### config.mk
export PLATFORM = sky130hd
export DESIGN_NAME = float_format_converter
export DESIGN_NICKNAME = d
export VERILOG_FILES = /design/src/ffc_pkg.sv /design/src/ffc_unpack.sv /design/src/ffc_classify.sv /design/src/ffc_pack.sv /design/src/float_format_converter.sv
export VERILOG_INCLUDE_DIRS = /design/src /design/src/src
export SDC_FILE = /design/constraint.sdc
export NUM_CORES = 1
export LEC_CHECK = 0
export ABC_CLOCK_PERIOD_IN_PS = 5900
export BUFFER_PORTS_ARGS = -buffer_cell sky130_fd_sc_hd__buf_2
export CAP_MARGIN = 5
export CORE_MARGIN = 4
export CORE_UTILIZATION = 45
export DETAILED_ROUTE_END_ITERATION = 10
export PLACE_DENSITY_LB_ADDON = 0.2
export SLEW_MARGIN = 15
export SYNTH_ARGS = -nofsm -noshare
export SYNTH_HDL_FRONTEND = slang
export SYNTH_SLANG_ARGS = --single-unit
### constraint.sdc
create_clock -name i_clk -period 5.9 [get_ports i_clk]
set_input_delay 0.295 -clock i_clk [delete_from_list [all_inputs] [get_ports i_clk]]
set_output_delay 0.295 -clock i_clk [all_outputs]
set_load 0.01 [all_outputs]
### src/float_format_converter_defines.svh
// Assertion macros for the floating-point format converter.
// Included by the top level; relies on i_clk and i_rst_n being in scope.
`ifndef FLOAT_FORMAT_CONVERTER_DEFINES_SVH
`define FLOAT_FORMAT_CONVERTER_DEFINES_SVH

// Checks that the consequent holds in the same cycle as the antecedent.
`define FFC_ASSERT_NOW(lbl, ante, cons, msg) \
    lbl: assert property (@(posedge i_clk) disable iff (!i_rst_n) (ante) |-> (cons)) \
        else $error(msg);

// Checks that the consequent holds in the cycle after the antecedent.
`define FFC_ASSERT_NEXT(lbl, ante, cons, msg) \
    lbl: assert property (@(posedge i_clk) disable iff (!i_rst_n) (ante) |=> (cons)) \
        else $error(msg);

`endif

### src/ffc_pkg.sv
// Shared types, constants and helper functions for the floating-point format converter.
// Used by every pipeline stage module and by the top level.
package ffc_pkg;

    localparam int unsigned DATA_W = 32;
    localparam int unsigned KIND_W = 2;

    localparam logic [31:0] F32_EXP_INF = 32'h7F80_0000;
    localparam logic [15:0] F16_EXP_INF = 16'h7C00;
    localparam logic [7:0]  F32_EXP_MAX = 8'hFF;
    localparam logic [4:0]  F16_EXP_MAX = 5'h1F;
    localparam logic [7:0]  F32_EXP_OVER = 8'd142;
    localparam logic [7:0]  F32_EXP_NORM = 8'd113;
    localparam logic [7:0]  EXP_REBIAS = 8'd112;

    typedef enum logic [KIND_W-1:0] {
        KIND_H2F = 2'd0,
        KIND_F2H = 2'd1,
        KIND_B2F = 2'd2,
        KIND_F2B = 2'd3
    } t_kind;

    typedef struct packed {
        t_kind             kind;
        logic [DATA_W-1:0] value;
        logic              h_exp_zero;
        logic              h_exp_max;
        logic              h_man_zero;
        logic              f_over;
        logic              f_norm;
    } t_stage1;

    typedef struct packed {
        t_kind             kind;
        logic [DATA_W-1:0] value;
        logic              h_exp_zero;
        logic              h_exp_max;
        logic              h_man_zero;
        logic [3:0]        shifts;
        logic [15:0]       half_word;
    } t_stage2;

    typedef struct packed {
        t_kind             kind;
        logic [DATA_W-1:0] converted;
    } t_result;

    // Left shifts needed to bring the leading one of a half subnormal mantissa to bit 10.
    function automatic logic [3:0] ffc_norm_shift(input logic [9:0] man);
        logic [3:0] n;
        n = 4'd0;
        for (int i = 0; i < 10; i++) begin
            if (man[i]) begin
                n = 4'(10 - i);
            end
        end
        return n;
    endfunction

endpackage

### src/ffc_unpack.sv
// First pipeline stage: splits the source pattern into fields and classifies them.
// Depends on ffc_pkg.
module ffc_unpack (
    input  logic                     i_clk,
    input  logic                     i_rst_n,
    input  logic                     i_en,
    input  logic                     i_valid,
    input  ffc_pkg::t_kind           i_kind,
    input  logic [31:0]              i_value,
    output logic                     o_valid,
    output ffc_pkg::t_stage1         o_data
);
    import ffc_pkg::*;

    logic    r_valid;
    t_stage1 r_data;
    t_stage1 n_data;

    always_comb begin
        n_data.kind       = i_kind;
        n_data.value      = i_value;
        n_data.h_exp_zero = (i_value[14:10] == 5'd0);
        n_data.h_exp_max  = (i_value[14:10] == F16_EXP_MAX);
        n_data.h_man_zero = (i_value[9:0] == 10'd0);
        n_data.f_over     = (i_value[30:23] > F32_EXP_OVER);
        n_data.f_norm     = (i_value[30:23] >= F32_EXP_NORM);
    end

    always_ff @(posedge i_clk) begin
        if (!i_rst_n) begin
            r_valid <= 1'b0;
        end else if (i_en) begin
            r_valid <= i_valid;
        end
    end

    always_ff @(posedge i_clk) begin
        if (i_en && i_valid) begin
            r_data <= n_data;
        end
    end

    assign o_valid = r_valid;
    assign o_data  = r_data;

endmodule

### src/ffc_classify.sv
// Second pipeline stage: counts the normalising shift of half subnormals and
// forms the single-to-half result. Depends on ffc_pkg.
module ffc_classify (
    input  logic                     i_clk,
    input  logic                     i_rst_n,
    input  logic                     i_en,
    input  logic                     i_valid,
    input  ffc_pkg::t_stage1         i_data,
    output logic                     o_valid,
    output ffc_pkg::t_stage2         o_data
);
    import ffc_pkg::*;

    logic    r_valid;
    t_stage2 r_data;
    t_stage2 n_data;
    logic [7:0] f_exp_half;

    always_comb begin
        f_exp_half        = i_data.value[30:23] - EXP_REBIAS;
        n_data.kind       = i_data.kind;
        n_data.value      = i_data.value;
        n_data.h_exp_zero = i_data.h_exp_zero;
        n_data.h_exp_max  = i_data.h_exp_max;
        n_data.h_man_zero = i_data.h_man_zero;
        n_data.shifts     = ffc_norm_shift(i_data.value[9:0]);
        if (i_data.f_over) begin
            n_data.half_word = {i_data.value[31], 15'd0} | F16_EXP_INF;
        end else if (i_data.f_norm) begin
            n_data.half_word = {i_data.value[31], f_exp_half[4:0], i_data.value[22:13]};
        end else begin
            n_data.half_word = {i_data.value[31], 15'd0};
        end
    end

    always_ff @(posedge i_clk) begin
        if (!i_rst_n) begin
            r_valid <= 1'b0;
        end else if (i_en) begin
            r_valid <= i_valid;
        end
    end

    always_ff @(posedge i_clk) begin
        if (i_en && i_valid) begin
            r_data <= n_data;
        end
    end

    assign o_valid = r_valid;
    assign o_data  = r_data;

endmodule

### src/ffc_pack.sv
// Third pipeline stage: normalises half subnormals, packs the single result
// and selects the output for the chosen conversion. Depends on ffc_pkg.
module ffc_pack (
    input  logic                     i_clk,
    input  logic                     i_rst_n,
    input  logic                     i_en,
    input  logic                     i_valid,
    input  ffc_pkg::t_stage2         i_data,
    output logic                     o_valid,
    output ffc_pkg::t_result         o_data
);
    import ffc_pkg::*;

    logic    r_valid;
    t_result r_data;
    t_result n_data;
    logic [31:0] single_word;
    logic [9:0]  man_norm;
    logic [7:0]  exp_sub;
    logic [7:0]  exp_norm;

    always_comb begin
        man_norm = i_data.value[9:0] << i_data.shifts;
        exp_sub  = F32_EXP_NORM - {4'd0, i_data.shifts};
        exp_norm = {3'd0, i_data.value[14:10]} + EXP_REBIAS;
        if (i_data.h_exp_zero && i_data.h_man_zero) begin
            single_word = {i_data.value[15], 31'd0};
        end else if (i_data.h_exp_zero) begin
            single_word = {i_data.value[15], exp_sub, man_norm, 13'd0};
        end else if (i_data.h_exp_max) begin
            single_word = {i_data.value[15], 8'd0, i_data.value[9:0], 13'd0} | F32_EXP_INF;
        end else begin
            single_word = {i_data.value[15], exp_norm, i_data.value[9:0], 13'd0};
        end

        n_data.kind = i_data.kind;
        case (i_data.kind)
            KIND_H2F: n_data.converted = single_word;
            KIND_F2H: n_data.converted = {16'd0, i_data.half_word};
            KIND_B2F: n_data.converted = {i_data.value[15:0], 16'd0};
            KIND_F2B: n_data.converted = {16'd0, i_data.value[31:16]};
            default:  n_data.converted = 32'd0;
        endcase
    end

    always_ff @(posedge i_clk) begin
        if (!i_rst_n) begin
            r_valid <= 1'b0;
        end else if (i_en) begin
            r_valid <= i_valid;
        end
    end

    always_ff @(posedge i_clk) begin
        if (i_en && i_valid) begin
            r_data <= n_data;
        end
    end

    assign o_valid = r_valid;
    assign o_data  = r_data;

endmodule

### src/float_format_converter.sv
// Top level of the floating-point format converter: three register stages
// with per-stage stall control. Depends on ffc_pkg, ffc_unpack, ffc_classify, ffc_pack.
//
// Channel   Direction  Transaction contents
// s_axis    in         tuser: kind (2 bits); tdata: value (32 bits)
// m_axis    out        tdata: converted (32 bits)
//
// An accepted transaction moves in order through the unpack, classify and pack stage registers.
// Takes one transaction per cycle unless stalled, as a stage loads if free or its next moves on.
// Reset is synchronous and active low and empties all three stages.
// A stalled output holds its transaction while earlier stages keep filling empty slots.
`include "float_format_converter_defines.svh"

module float_format_converter (
    input  logic        i_clk,
    input  logic        i_rst_n,
    input  logic        i_s_axis_tvalid,
    output logic        o_s_axis_tready,
    input  logic [31:0] i_s_axis_tdata,   // [31:0] value
    input  logic [1:0]  i_s_axis_tuser,   // [1:0] kind
    output logic        o_m_axis_tvalid,
    input  logic        i_m_axis_tready,
    output logic [31:0] o_m_axis_tdata    // [31:0] converted
);
    import ffc_pkg::*;

    logic    s1_valid;
    logic    s2_valid;
    logic    s3_valid;
    logic    s1_en;
    logic    s2_en;
    logic    s3_en;
    t_stage1 s1_data;
    t_stage2 s2_data;
    t_result s3_data;
    logic    pipe_full;
    logic    s3_narrow;
    logic    s_accept;

    assign s3_en = !s3_valid || i_m_axis_tready;
    assign s2_en = !s2_valid || s3_en;
    assign s1_en = !s1_valid || s2_en;

    ffc_unpack u_unpack (
        .i_clk   (i_clk),
        .i_rst_n (i_rst_n),
        .i_en    (s1_en),
        .i_valid (i_s_axis_tvalid),
        .i_kind  (t_kind'(i_s_axis_tuser)),
        .i_value (i_s_axis_tdata),
        .o_valid (s1_valid),
        .o_data  (s1_data)
    );

    ffc_classify u_classify (
        .i_clk   (i_clk),
        .i_rst_n (i_rst_n),
        .i_en    (s2_en),
        .i_valid (s1_valid),
        .i_data  (s1_data),
        .o_valid (s2_valid),
        .o_data  (s2_data)
    );

    ffc_pack u_pack (
        .i_clk   (i_clk),
        .i_rst_n (i_rst_n),
        .i_en    (s3_en),
        .i_valid (s2_valid),
        .i_data  (s2_data),
        .o_valid (s3_valid),
        .o_data  (s3_data)
    );

    assign o_s_axis_tready = s1_en;
    assign o_m_axis_tvalid = s3_valid;
    assign o_m_axis_tdata  = s3_data.converted;

    assign pipe_full = s1_valid && s2_valid && s3_valid;
    assign s3_narrow = s3_valid && (s3_data.kind == KIND_F2H || s3_data.kind == KIND_F2B);
    assign s_accept  = i_s_axis_tvalid && o_s_axis_tready;

    `FFC_ASSERT_NOW(a_full_when_stalled, !o_s_axis_tready, pipe_full, "stall with a free stage")
    `FFC_ASSERT_NOW(a_narrow_upper_zero, s3_narrow, s3_data.converted[31:16] == 16'd0, "no zero fill")
    `FFC_ASSERT_NEXT(a_fill_from_input, !s1_valid && !s_accept, !s1_valid, "stage one filled unasked")

endmodule

==> results of run 1 <==
-- final cells by class --
type                            count  area, um2  area share [%]
Sequential cell                   130       3870            59.9
Timing Repair Buffer               76        393            6.08
Clock buffer                       18        429            6.64
Tap cell                          143        179            2.77
Inverter                            9       33.8           0.522
Multi-Input combinational cell    186       1350            20.9
Clock inverter                     13        208            3.21
-- where the power goes --
group          switching (mW)  internal, mW  total [mW]  leakage [nW]
logic                  0.0644        0.0502       0.115         0.883
clock network           0.376         0.748        1.12         0.300
registers              0.0355          1.08        1.11          1.22
total                   0.476          1.87        2.35          2.40
-- cell families (layout without fill, tap and decap cells) --
group,Yosys count,in the layout,synth area share [%]
DFF,130,130,73.0
and+or+nand+nor,91,91,10.2
AOI/OAI and AO/OA,68,68,9.47
muxes,25,25,4.85
buffers and inverters,24,116,2.14
adders and majority gates,1,1,0.236
xor gates and xnor gates,1,1,0.165
-- metrics by stage --
| stage | instances | hold slack, ps | power, mW | util, % |
|---|---|---|---|---|
| floorplan | 340 | 394 | 1.20 | - |
| global placement | 544 | 400 | 1.24 | 50.8 |
| detailed placement | 544 | 405 | 1.25 | 50.8 |
| CTS | 575 | 43.7 | 2.37 | 56.4 |
| global route | 575 | 38.4 | 2.43 | 56.4 |
| finish | 575 | 61.9 | 2.35 | 56.4 |
-- synth_stat cells, types with 2 or more instances --
cell type,number
or4_1,4
mux2i_1,19
buf_4,2
inv_1,9
nor2b_1,20
buf_2,7
a22o_1,2
o221ai_2,2
nand3b_1,3
a211oi_1,3
nand3_1,5
a21o_1,8
nor2_1,14
or3_1,2
nand4_1,3
buf_1,2
clkbuf_1,3
dfxtp_1,3
and2_1,10
edfxtp_1,127
nand2_1,10
mux2_2,6
nor3_1,9
a21oi_1,11
o211ai_1,2
a31oi_1,2
o21ai_1,2
nor4bb_1,2
o311ai_0,2
a22oi_1,7
o21ai_0,7
a21boi_0,3
nor4_1,2
o311a_1,2
-- sequential cells by signal (all words and copies together), names as in the netlist --
name and count:
u_classify.o_data 56, u_classify.o_valid 1, u_pack.o_data 32, u_pack.o_valid 1, u_unpack.o_data 39, u_unpack.o_valid 1
-- path summary, 6_finish.rpt --
path | slack (ps) | to | from | cells past startpoint
min | 60 | u_unpack.o_data[23]$_DFFE_PP_ | i_s_axis_tdata[18] | 1
max | 3920 | u_pack.o_data[20]$_DFFE_PP_ | u_classify.o_data[22]$_DFFE_PP_ | 4
max reg2reg | 3920 | u_pack.o_data[20]$_DFFE_PP_ | u_classify.o_data[22]$_DFFE_PP_ | 4
min reg2reg | 420 | u_classify.o_data[53]$_DFFE_PP_ | u_unpack.o_data[35]$_DFFE_PP_ | 0
-- worst max-delay path, stage by stage, from the launching register on --
cell,delay [ps]
edfxtp_1,760
or4b_4,600
nor3_2,220
o211ai_1,130
o211ai_1,110
-- per-layer routing --
metal / GRT usage [%] / vias up / part of all wire (%)
met5: 0 / - / 0
met4: 6.73 / 0 / 1.4
met3: 5.23 / 10 / 7.4
met2: 22.6 / 121 / 47
met1: 20.0 / 1464 / 44
li1: - / 1493 / -
==> out/results.ini, run 1 <==
[cts]
cts.clk_slew.worst_paths_ps=60
cts_tree=built
h-tree-depth=4
cts-root-buf=clkbuf_16
clock_sinks=130
clockBufferDepth=2
cts_resized=0
post-cts-setup-buffer-count=0
cts_hold_buf=0
clock_latency_ps=410
numCtsBuffers=17

[setup_path]
start_kind=flop
path_class=reg2reg
cp-end-kind=flop
required_ps=6140
worst-endpoint-arrival_ps=2230
critPathMaxFanout=21

[detailed_routing]
drtPass1Iterations=5
drc=0
viasPerCell=5.37
wl_per_cell_um=17.0
drt-total-wl_mm=9.79
vias=3088
drt-initial-drc-count=160
ant_nets=0

[synth]
synth.avg_cell_area_um2=15.6
synth_top_area_share_pct=71.8
synth-seq-cells=130
synth_top_cell_by_area=edfxtp_1
synth_edf_count=127
ys_seq_area_share_pct=73.0
async_flop_share_pct=0
ys_top_cells_by_area=edfxtp_1 72%, mux2i_1 3.6%, nor2b_1 2.4%, mux2_2 1.3%, and2_1 1.2%
ys.flop_type=edfxtp_1
synth_warnings=0
synth_area_um2=5310
synth_cells=340
synth_cell_type_count=59
synth_nets=379

[global_route]
grt_pass1_wl_mm=15.2
grt_pass1_vias=2960
grt_util_all_layers_pct=15.1
grt-ovfl-total=0
antenna_found_initial=0
grt_max_degree=57

[placed_design]
dp_hpwl_mm=6.41
place_congestion=0.902
pre_cts_slack_ps=3960
placed_area_um2=5830
port_buffers=71

[floorplanning]
fp-row-count=39
die_y_um=117
start_util_pct=46.3
core_um2=11500
die_w_um=117
dieArea_um2=13600
io_pins=72

[sta]
max_freq_ghz=0.504
hold_violations=0
finalSetupViolations=0
rsz0062_at_grt=no
clock_skew_ps=9.43
tightestPinTransition_ps=741
layout_worst_path_cycle_share_pct=33.6
setup_slack_ps=3920
drv_slew=0
slew_headroom_pct=50.6
fin_crit_ps=1980
setup-tns-final_ps=0

[outcome]
status=finished clean

[worst_hold_path]
hp-class=in2reg

[finish]
num_antenna_cells=0
nNetsFinal=459
fillCellCount=897
design_area_um2=6470
drive_above_1_share_pct=28.7
area_growth_pct=21.8
final_common_cell=edfxtp_1
final_cell_mix=127 x edfxtp_1, 71 x buf_2, 19 x mux2i_1, 19 x nor2b_1, 17 x clkbuf_16

[power]
power_leakage_nw=2.40
powerDensity_nw_per_um2=363
ir_worst_vdd_v=0.000210

[flow_run]
max_cap_viol_count=0

Power figures use the tool's default switching activity.
==> run 2: changes to the inputs <==
--- a/config.mk
+++ b/config.mk
@@ -6,7 +6,7 @@
 export SDC_FILE = /design/constraint.sdc
 export NUM_CORES = 1
 export LEC_CHECK = 0
-export ABC_CLOCK_PERIOD_IN_PS = 5900
+export ABC_CLOCK_PERIOD_IN_PS = 1600
 export BUFFER_PORTS_ARGS = -buffer_cell sky130_fd_sc_hd__buf_2
 export CAP_MARGIN = 5
 export CORE_MARGIN = 4
==> constraint.sdc (replaced) <==
create_clock -name i_clk -period 1.6 [get_ports i_clk]
set_input_delay 0.08 -clock i_clk [delete_from_list [all_inputs] [get_ports i_clk]]
set_output_delay 0.08 -clock i_clk [all_outputs]
set_load 0.01 [all_outputs]
==> run 2 against run 1 <==
  * The run now ends with setup timing left
  * Largest power group is now sequential cells
  * Clock skew fell by 3.9 ps
  * Critical path depth unchanged
  * Global-route usage up 1.8 points
  * Sequential share of layout area shrank 5.7 points
  * Cell area grew 11%
  * Critical endpoint is now u_pack.o_data[21]$_DFFE_PP_
  * Hold slack got worse by 32 ps
  * Critical path type unchanged
  * Highest routed layer unchanged
==> out/results.ini, run 2 (synthesized netlist as in run 1, its figures left out) <==
[power]
clkPwrFrac_pct=44.0  ; -3.8 points
power_switching_mw=1.92  ; +300%
p_total_mw=8.39  ; +260%
ir_worst_vdd_v=0.000705  ; +240%
swShare_pct=22.9  ; +2.7 points
p_seq_share_pct=48.6  ; +1.3 points
powerDensity_nw_per_um2=1170  ; +220%
comb_power_share_pct=7.4  ; +2.5 points
power_leakage_nw=2.73  ; +14%
power.internal_mw=6.46  ; +240%

[setup_path]
worst-endpoint-arrival_ps=1850  ; -380 ps
critPathMaxFanout=4  ; -81%
path_class=reg2reg
critical-path-max-stage-delay_ps=620  ; -140 ps
rrSetupSlack_ps=-3  ; -3920 ps
required_ps=1850  ; -4290 ps
cp-end-kind=flop
cp_cell_sequence=or4b_4 -> nor2_8 -> nand2_4 -> o221ai_2
start_kind=flop
cp_slowest_cell=or4b_4

[detailed_routing]
drt-initial-drc-count=211  ; +32%
ant_nets=0  ; unchanged
drc=0  ; unchanged
vias=3380  ; +9.5%
viasPerCell=5.23  ; -2.6%
drt-total-wl_mm=10.7  ; +9.4%
drtPass1Iterations=4  ; -1
wl_per_cell_um=16.6  ; -2.7%

[sta]
drv_slew=0  ; unchanged
tightestPinTransition_ps=466  ; -275 ps
worst_hold_slack_ps=29.5  ; -32.5 ps
setup_slack_ps=-3.02  ; -3920 ps
finalSetupViolations=1  ; +1
max_freq_ghz=0.624  ; +24%
fin_crit_ps=1600  ; -381 ps
slew_headroom_pct=68.9  ; +18 points
rsz0062_at_grt=yes
clock_skew_ps=5.57  ; -3.86 ps
hold_violations=0  ; unchanged
layout_worst_path_cycle_share_pct=100  ; +67 points

[cts]
h-tree-depth=4  ; unchanged
clock_sinks=130  ; unchanged
numCtsBuffers=17  ; unchanged
cts_tree=built
clockBufferDepth=2  ; unchanged
cts-root-buf=clkbuf_16
cts.clk_slew.worst_paths_ps=60  ; about the same
clock_latency_ps=410  ; about the same

[outcome]
status=finished, violations left
violations=setup timing

[finish]
drive_above_1_share_pct=34.4  ; +5.7 points
num_antenna_cells=0  ; unchanged
fin_util_pct=62.3  ; +5.9 points
final_common_cell=edfxtp_1
largest_register_ffs=56  ; unchanged
design_area_um2=7150  ; +11%
nNetsFinal=529  ; +15%
final_cell_mix=127 x edfxtp_1, 71 x buf_2, 36 x dlygate4sd3_1
area_growth_pct=34.6

[global_route]
met3_usage_pct=4.92  ; -0.31 points
antenna_found_initial=0  ; unchanged
grt-ovfl-total=0  ; unchanged
grt_pass1_vias=3338  ; +13%
busiest_layer=met2
grt_util_all_layers_pct=16.9  ; +1.8 points
use_met2_pct=26.0  ; +3.4 points
met1_usage_pct=22.5  ; +2.5 points
grt_max_degree=57  ; unchanged
grt_pass1_wl_mm=17.2  ; +13%

[floorplanning]
dieArea_um2=13600  ; unchanged
die_w_um=117  ; unchanged
io_pins=72  ; unchanged
core_um2=11500  ; unchanged
die_y_um=117  ; unchanged
start_util_pct=46.3  ; unchanged
fp-row-count=39  ; unchanged

[placed_design]
port_buffers=71  ; unchanged
place_congestion=0.884  ; -2.0%
placed_area_um2=6110  ; +4.9%
pre_cts_slack_ps=-20.6  ; -3980 ps
dp_hpwl_mm=7.15  ; +12%

[flow_run]
max_cap_viol_count=0  ; unchanged

[worst_hold_path]
hp-class=in2reg

==> run 2: metrics by stage <==
step / cells / TNS (ps)
6_report: 646 / -3.02
5_1_grt: 646 / -395
4_1_cts: 645 / 0
3_5_place_dp: 574 / -20.6
3_3_place_gp: 574 / 0
2_1_floorplan: 340 / -23650
==> run 2: final timing paths <==
kind / from / end / depth (start not counted)
setup reg to reg: u_classify.o_data[55]$_DFFE_PP_ / u_pack.o_data[21]$_DFFE_PP_ / 4
setup / recovery: u_classify.o_data[55]$_DFFE_PP_ / u_pack.o_data[21]$_DFFE_PP_ / 4
hold / removal: i_m_axis_tready / u_pack.o_valid$_SDFFE_PN0P_ / 3
hold reg to reg: u_unpack.o_data[37]$_DFFE_PP_ / u_classify.o_data[55]$_DFFE_PP_ / 0
==> run 2: critical path, delay by kind of cell, from the launching register on <==
kind,cells,cell delay (ps)
DFF,1,380
and+or+nand+nor,3,860
AOI/OAI and AO/OA,1,190
==> run 2: area by class of cell <==
| class | instances | area (um2) |
|---|---|---|
| multi-input combinational | 186 | 1430 |
| fill | 846 | 4320 |
| inverter | 9 | 33.8 |
| tap | 143 | 179 |
| clock inverter | 15 | 148 |
| sequential | 130 | 3870 |
| timing repair buffer | 146 | 1060 |
| clock buffer | 17 | 425 |
==> run 2: layer usage <==
layer	share of wire (%)	vias up
met1	44	1617
met3	6.1	18
met5	0	-
met4	2.0	0
li1	-	1634
met2	48	111
==> run 2: power groups by stage <==
stage	Clock, mW	Sequential, mW	Combinational [mW]
after floorplan	0	4.12	0.293
after global placement	0	4.13	0.525
after detailed placement	0	4.14	0.527
after CTS	3.74	4.07	0.607
after global routing	3.92	4.09	0.685
final	3.69	4.07	0.622
==> run 2: repair_timing <==
action,4_1_cts,5_1_grt
hold buffers,36,0
setup endpoints to repair,3,7
resized for setup,3,10
gates cloned,0,0
hold endpoints to repair,40,0
pin swaps,0,5
buffers inserted,3,1
==> run 3: changes to the inputs <==
--- a/config.mk
+++ b/config.mk
@@ -13,6 +13,7 @@
 export CORE_UTILIZATION = 45
 export DETAILED_ROUTE_END_ITERATION = 10
 export PLACE_DENSITY_LB_ADDON = 0.2
+export SETUP_SLACK_MARGIN = 0.05
 export SLEW_MARGIN = 15
 export SYNTH_ARGS = -nofsm -noshare
 export SYNTH_HDL_FRONTEND = slang
==> run 3 against run 2 <==
  * The run still ends with setup timing left
  * Maximum frequency is 1.2% lower
  * Cell count increased by 0.62%
  * Global-route usage up 0.82 points
  * Flip-flop and latch count unchanged
  * Via count rose by 2.5%
  * Largest cell class unchanged
==> out/results.ini, run 3 (synthesized netlist as in run 1, its figures left out) <==
[setup_path]
worst-endpoint-arrival_ps=1870  ; +20 ps
cp_slowest_cell=or4b_4
cp_cell_sequence=or4b_4 -> nor2_8 -> nand2_4 -> o221ai_2
cp-end-kind=flop
rrSetupSlack_ps=-20  ; -20 ps
r2r_cells=4  ; unchanged
crit_family=simple AND/OR/NAND/NOR gates
critPathMaxFanout=4  ; unchanged
critical-path-max-stage-delay_ps=620  ; about the same
cp_num_buf_inv=0  ; unchanged
required_ps=1850  ; about the same
rr_startpoint=u_classify.o_data[56]$_DFFE_PP_
start_kind=flop
path_class=reg2reg
r2r_end=u_pack.o_data[21]$_DFFE_PP_

[power]
powerDensity_nw_per_um2=1190  ; +1.8%
power_leakage_nw=2.76  ; +1.2%
ir_worst_vdd_v=0.000650  ; -7.8%

[global_route]
antenna_found_initial=0  ; unchanged
grt_util_all_layers_pct=17.8  ; +0.82 points
grt-ovfl-total=0  ; unchanged
grt_pass1_wl_mm=17.9  ; +4.3%
grt_pass1_vias=3441  ; +3.1%
grt_max_degree=57  ; unchanged

[worst_hold_path]
hp-start=i_m_axis_tready
whs_endpoint=u_pack.o_valid$_SDFFE_PN0P_
hp-class=in2reg
hold_depth=3  ; unchanged

[detailed_routing]
vias=3463  ; +2.5%
ant_nets=0  ; unchanged
drtPass1Iterations=4  ; unchanged
wl_met1_mm=5.12  ; +9.7%
dr_wl_met3_um=491  ; -25%
drt-initial-drc-count=169  ; -20%
wl_met2_mm=5.53  ; +6.9%
highest_layer=met4
viasPerCell=5.33  ; +1.8%
drc=0  ; unchanged
wl_per_cell_um=17.4  ; +5.0%
drt-total-wl_mm=11.3  ; +5.6%

[cts]
clock_sinks=130  ; unchanged
clockBufferDepth=2  ; unchanged
cts.clk_slew.worst_paths_ps=60  ; about the same
cts-root-buf=clkbuf_16
numCtsBuffers=17  ; unchanged
cts_tree=built
clock_latency_ps=410  ; about the same
h-tree-depth=4  ; unchanged

[flow_run]
max_cap_viol_count=0  ; unchanged

[floorplanning]
start_util_pct=46.3  ; unchanged
core_um2=11500  ; unchanged
io_pins=72  ; unchanged
dieArea_um2=13600  ; unchanged
fp-row-count=39  ; unchanged
die_y_um=117  ; unchanged
die_w_um=117  ; unchanged

[finish]
largest_register_ffs=56  ; unchanged
area_growth_pct=36.6
design_area_um2=7250  ; +1.5%
fillCellCount=841  ; -0.59%
num_antenna_cells=0  ; unchanged
final_common_cell=edfxtp_1
final_cell_mix=127 x edfxtp_1, 71 x buf_2, 38 x buf_4
drive_above_1_share_pct=36.5  ; +2.1 points
nNetsFinal=534  ; +0.95%

[sta]
tightestPinTransition_ps=358  ; -107 ps
drv_slew=0  ; unchanged
hold_violations=0  ; unchanged
layout_worst_path_cycle_share_pct=101  ; +1.2 points
setup_slack_ps=-22.0  ; -19.0 ps
finalSetupViolations=2  ; +1
clock_skew_ps=8.79  ; +3.22 ps
slew_headroom_pct=76.0  ; +7.1 points
rsz0062_at_grt=yes
max_freq_ghz=0.617  ; -1.2%
fin_crit_ps=1620  ; +19.0 ps

[placed_design]
placed_area_um2=6120  ; +0.16%
place_congestion=0.920  ; +4.1%
port_buffers=71  ; unchanged
pre_cts_slack_ps=-9.60  ; +11.0 ps
dp_hpwl_mm=7.59  ; +6.2%

[outcome]
violations=setup timing
status=finished, violations left

run 3: cell count changes in the layout (fill, tap and decap cells not counted), moves of 3 or more:
cell and delta:
o21ai_0 -3, buf_6 +3, o21ai_1 +3, buf_4 +3
run 3: through the flow:
step	hold WS [ps]	util [%]	TNS [ps]	instances	total power, mW
6_report	28.3	63.3	-37.1	650	8.67
5_1_grt	48.6	63.3	-538	650	8.97
3_5_place_dp	258	53.4	-17.1	577	4.68
2_1_floorplan	179	-	-23650	340	4.41
4_1_cts	16.8	62.1	-37.9	645	8.70
3_3_place_gp	257	53.4	-3.94	577	4.67
run 3: power by group:
part           switching [mW]  internal (mW)  leakage [nW]  total (mW)
clock                    1.48           2.46         0.291        3.94
sequential              0.106           3.97          1.22        4.07
combinational           0.325          0.327          1.25       0.652
total                    1.91           6.76          2.76        8.67
run 3: worst max-delay path by stage:
stage,start,end,depth (start not counted)
floorplan,u_pack.o_valid$_SDFFE_PN0P_,u_classify.o_data[0]$_SDFFCE_PP0P_,2
global placement,u_classify.o_data[16]$_SDFFCE_PP1P_,u_pack.o_data[13]$_DFFE_PP_,4
detailed placement,u_classify.o_data[56]$_DFFE_PP_,u_pack.o_data[20]$_DFFE_PP_,4
CTS,u_classify.o_data[56]$_DFFE_PP_,u_pack.o_data[20]$_DFFE_PP_,4
global route,u_classify.o_data[56]$_DFFE_PP_,u_pack.o_data[18]$_DFFE_PP_,4
finish,u_classify.o_data[56]$_DFFE_PP_,u_pack.o_data[21]$_DFFE_PP_,4
run 3: cell type report:
| type | count | area [um2] | area share [%] |
|---|---|---|---|
| Inverter | 9 | 36.3 | 0.500 |
| Clock buffer | 17 | 425 | 5.87 |
| Tap cell | 143 | 179 | 2.47 |
| Clock inverter | 14 | 176 | 2.43 |
| Sequential cell | 130 | 3870 | 53.4 |
| Multi-Input combinational cell | 186 | 1470 | 20.2 |
| Timing Repair Buffer | 151 | 1090 | 15.1 |
run 3: timing repair:
| item | 4_1_cts | 5_1_grt |
|---|---|---|
| resized for setup | 7 | 24 |
| hold endpoints to repair | 40 | 0 |
| cloned | 0 | 0 |
| endpoints found under the setup margin | 13 | 18 |
| buffers inserted | 1 | 6 |
| pin swaps | 0 | 2 |
| hold buffers | 36 | 0 |
run 3: tightest hold or removal path, stage by stage:
cell and delay [ps]:
buf_2 100, nor2b_4 60, o21a_1 160
run 3: per-layer routing:
metal,vias up,GRT usage [%]
met1,1702,24.4
met4,0,6.73
met2,94,27.6
met3,16,4.25
met5,-,0
li1,1651,-
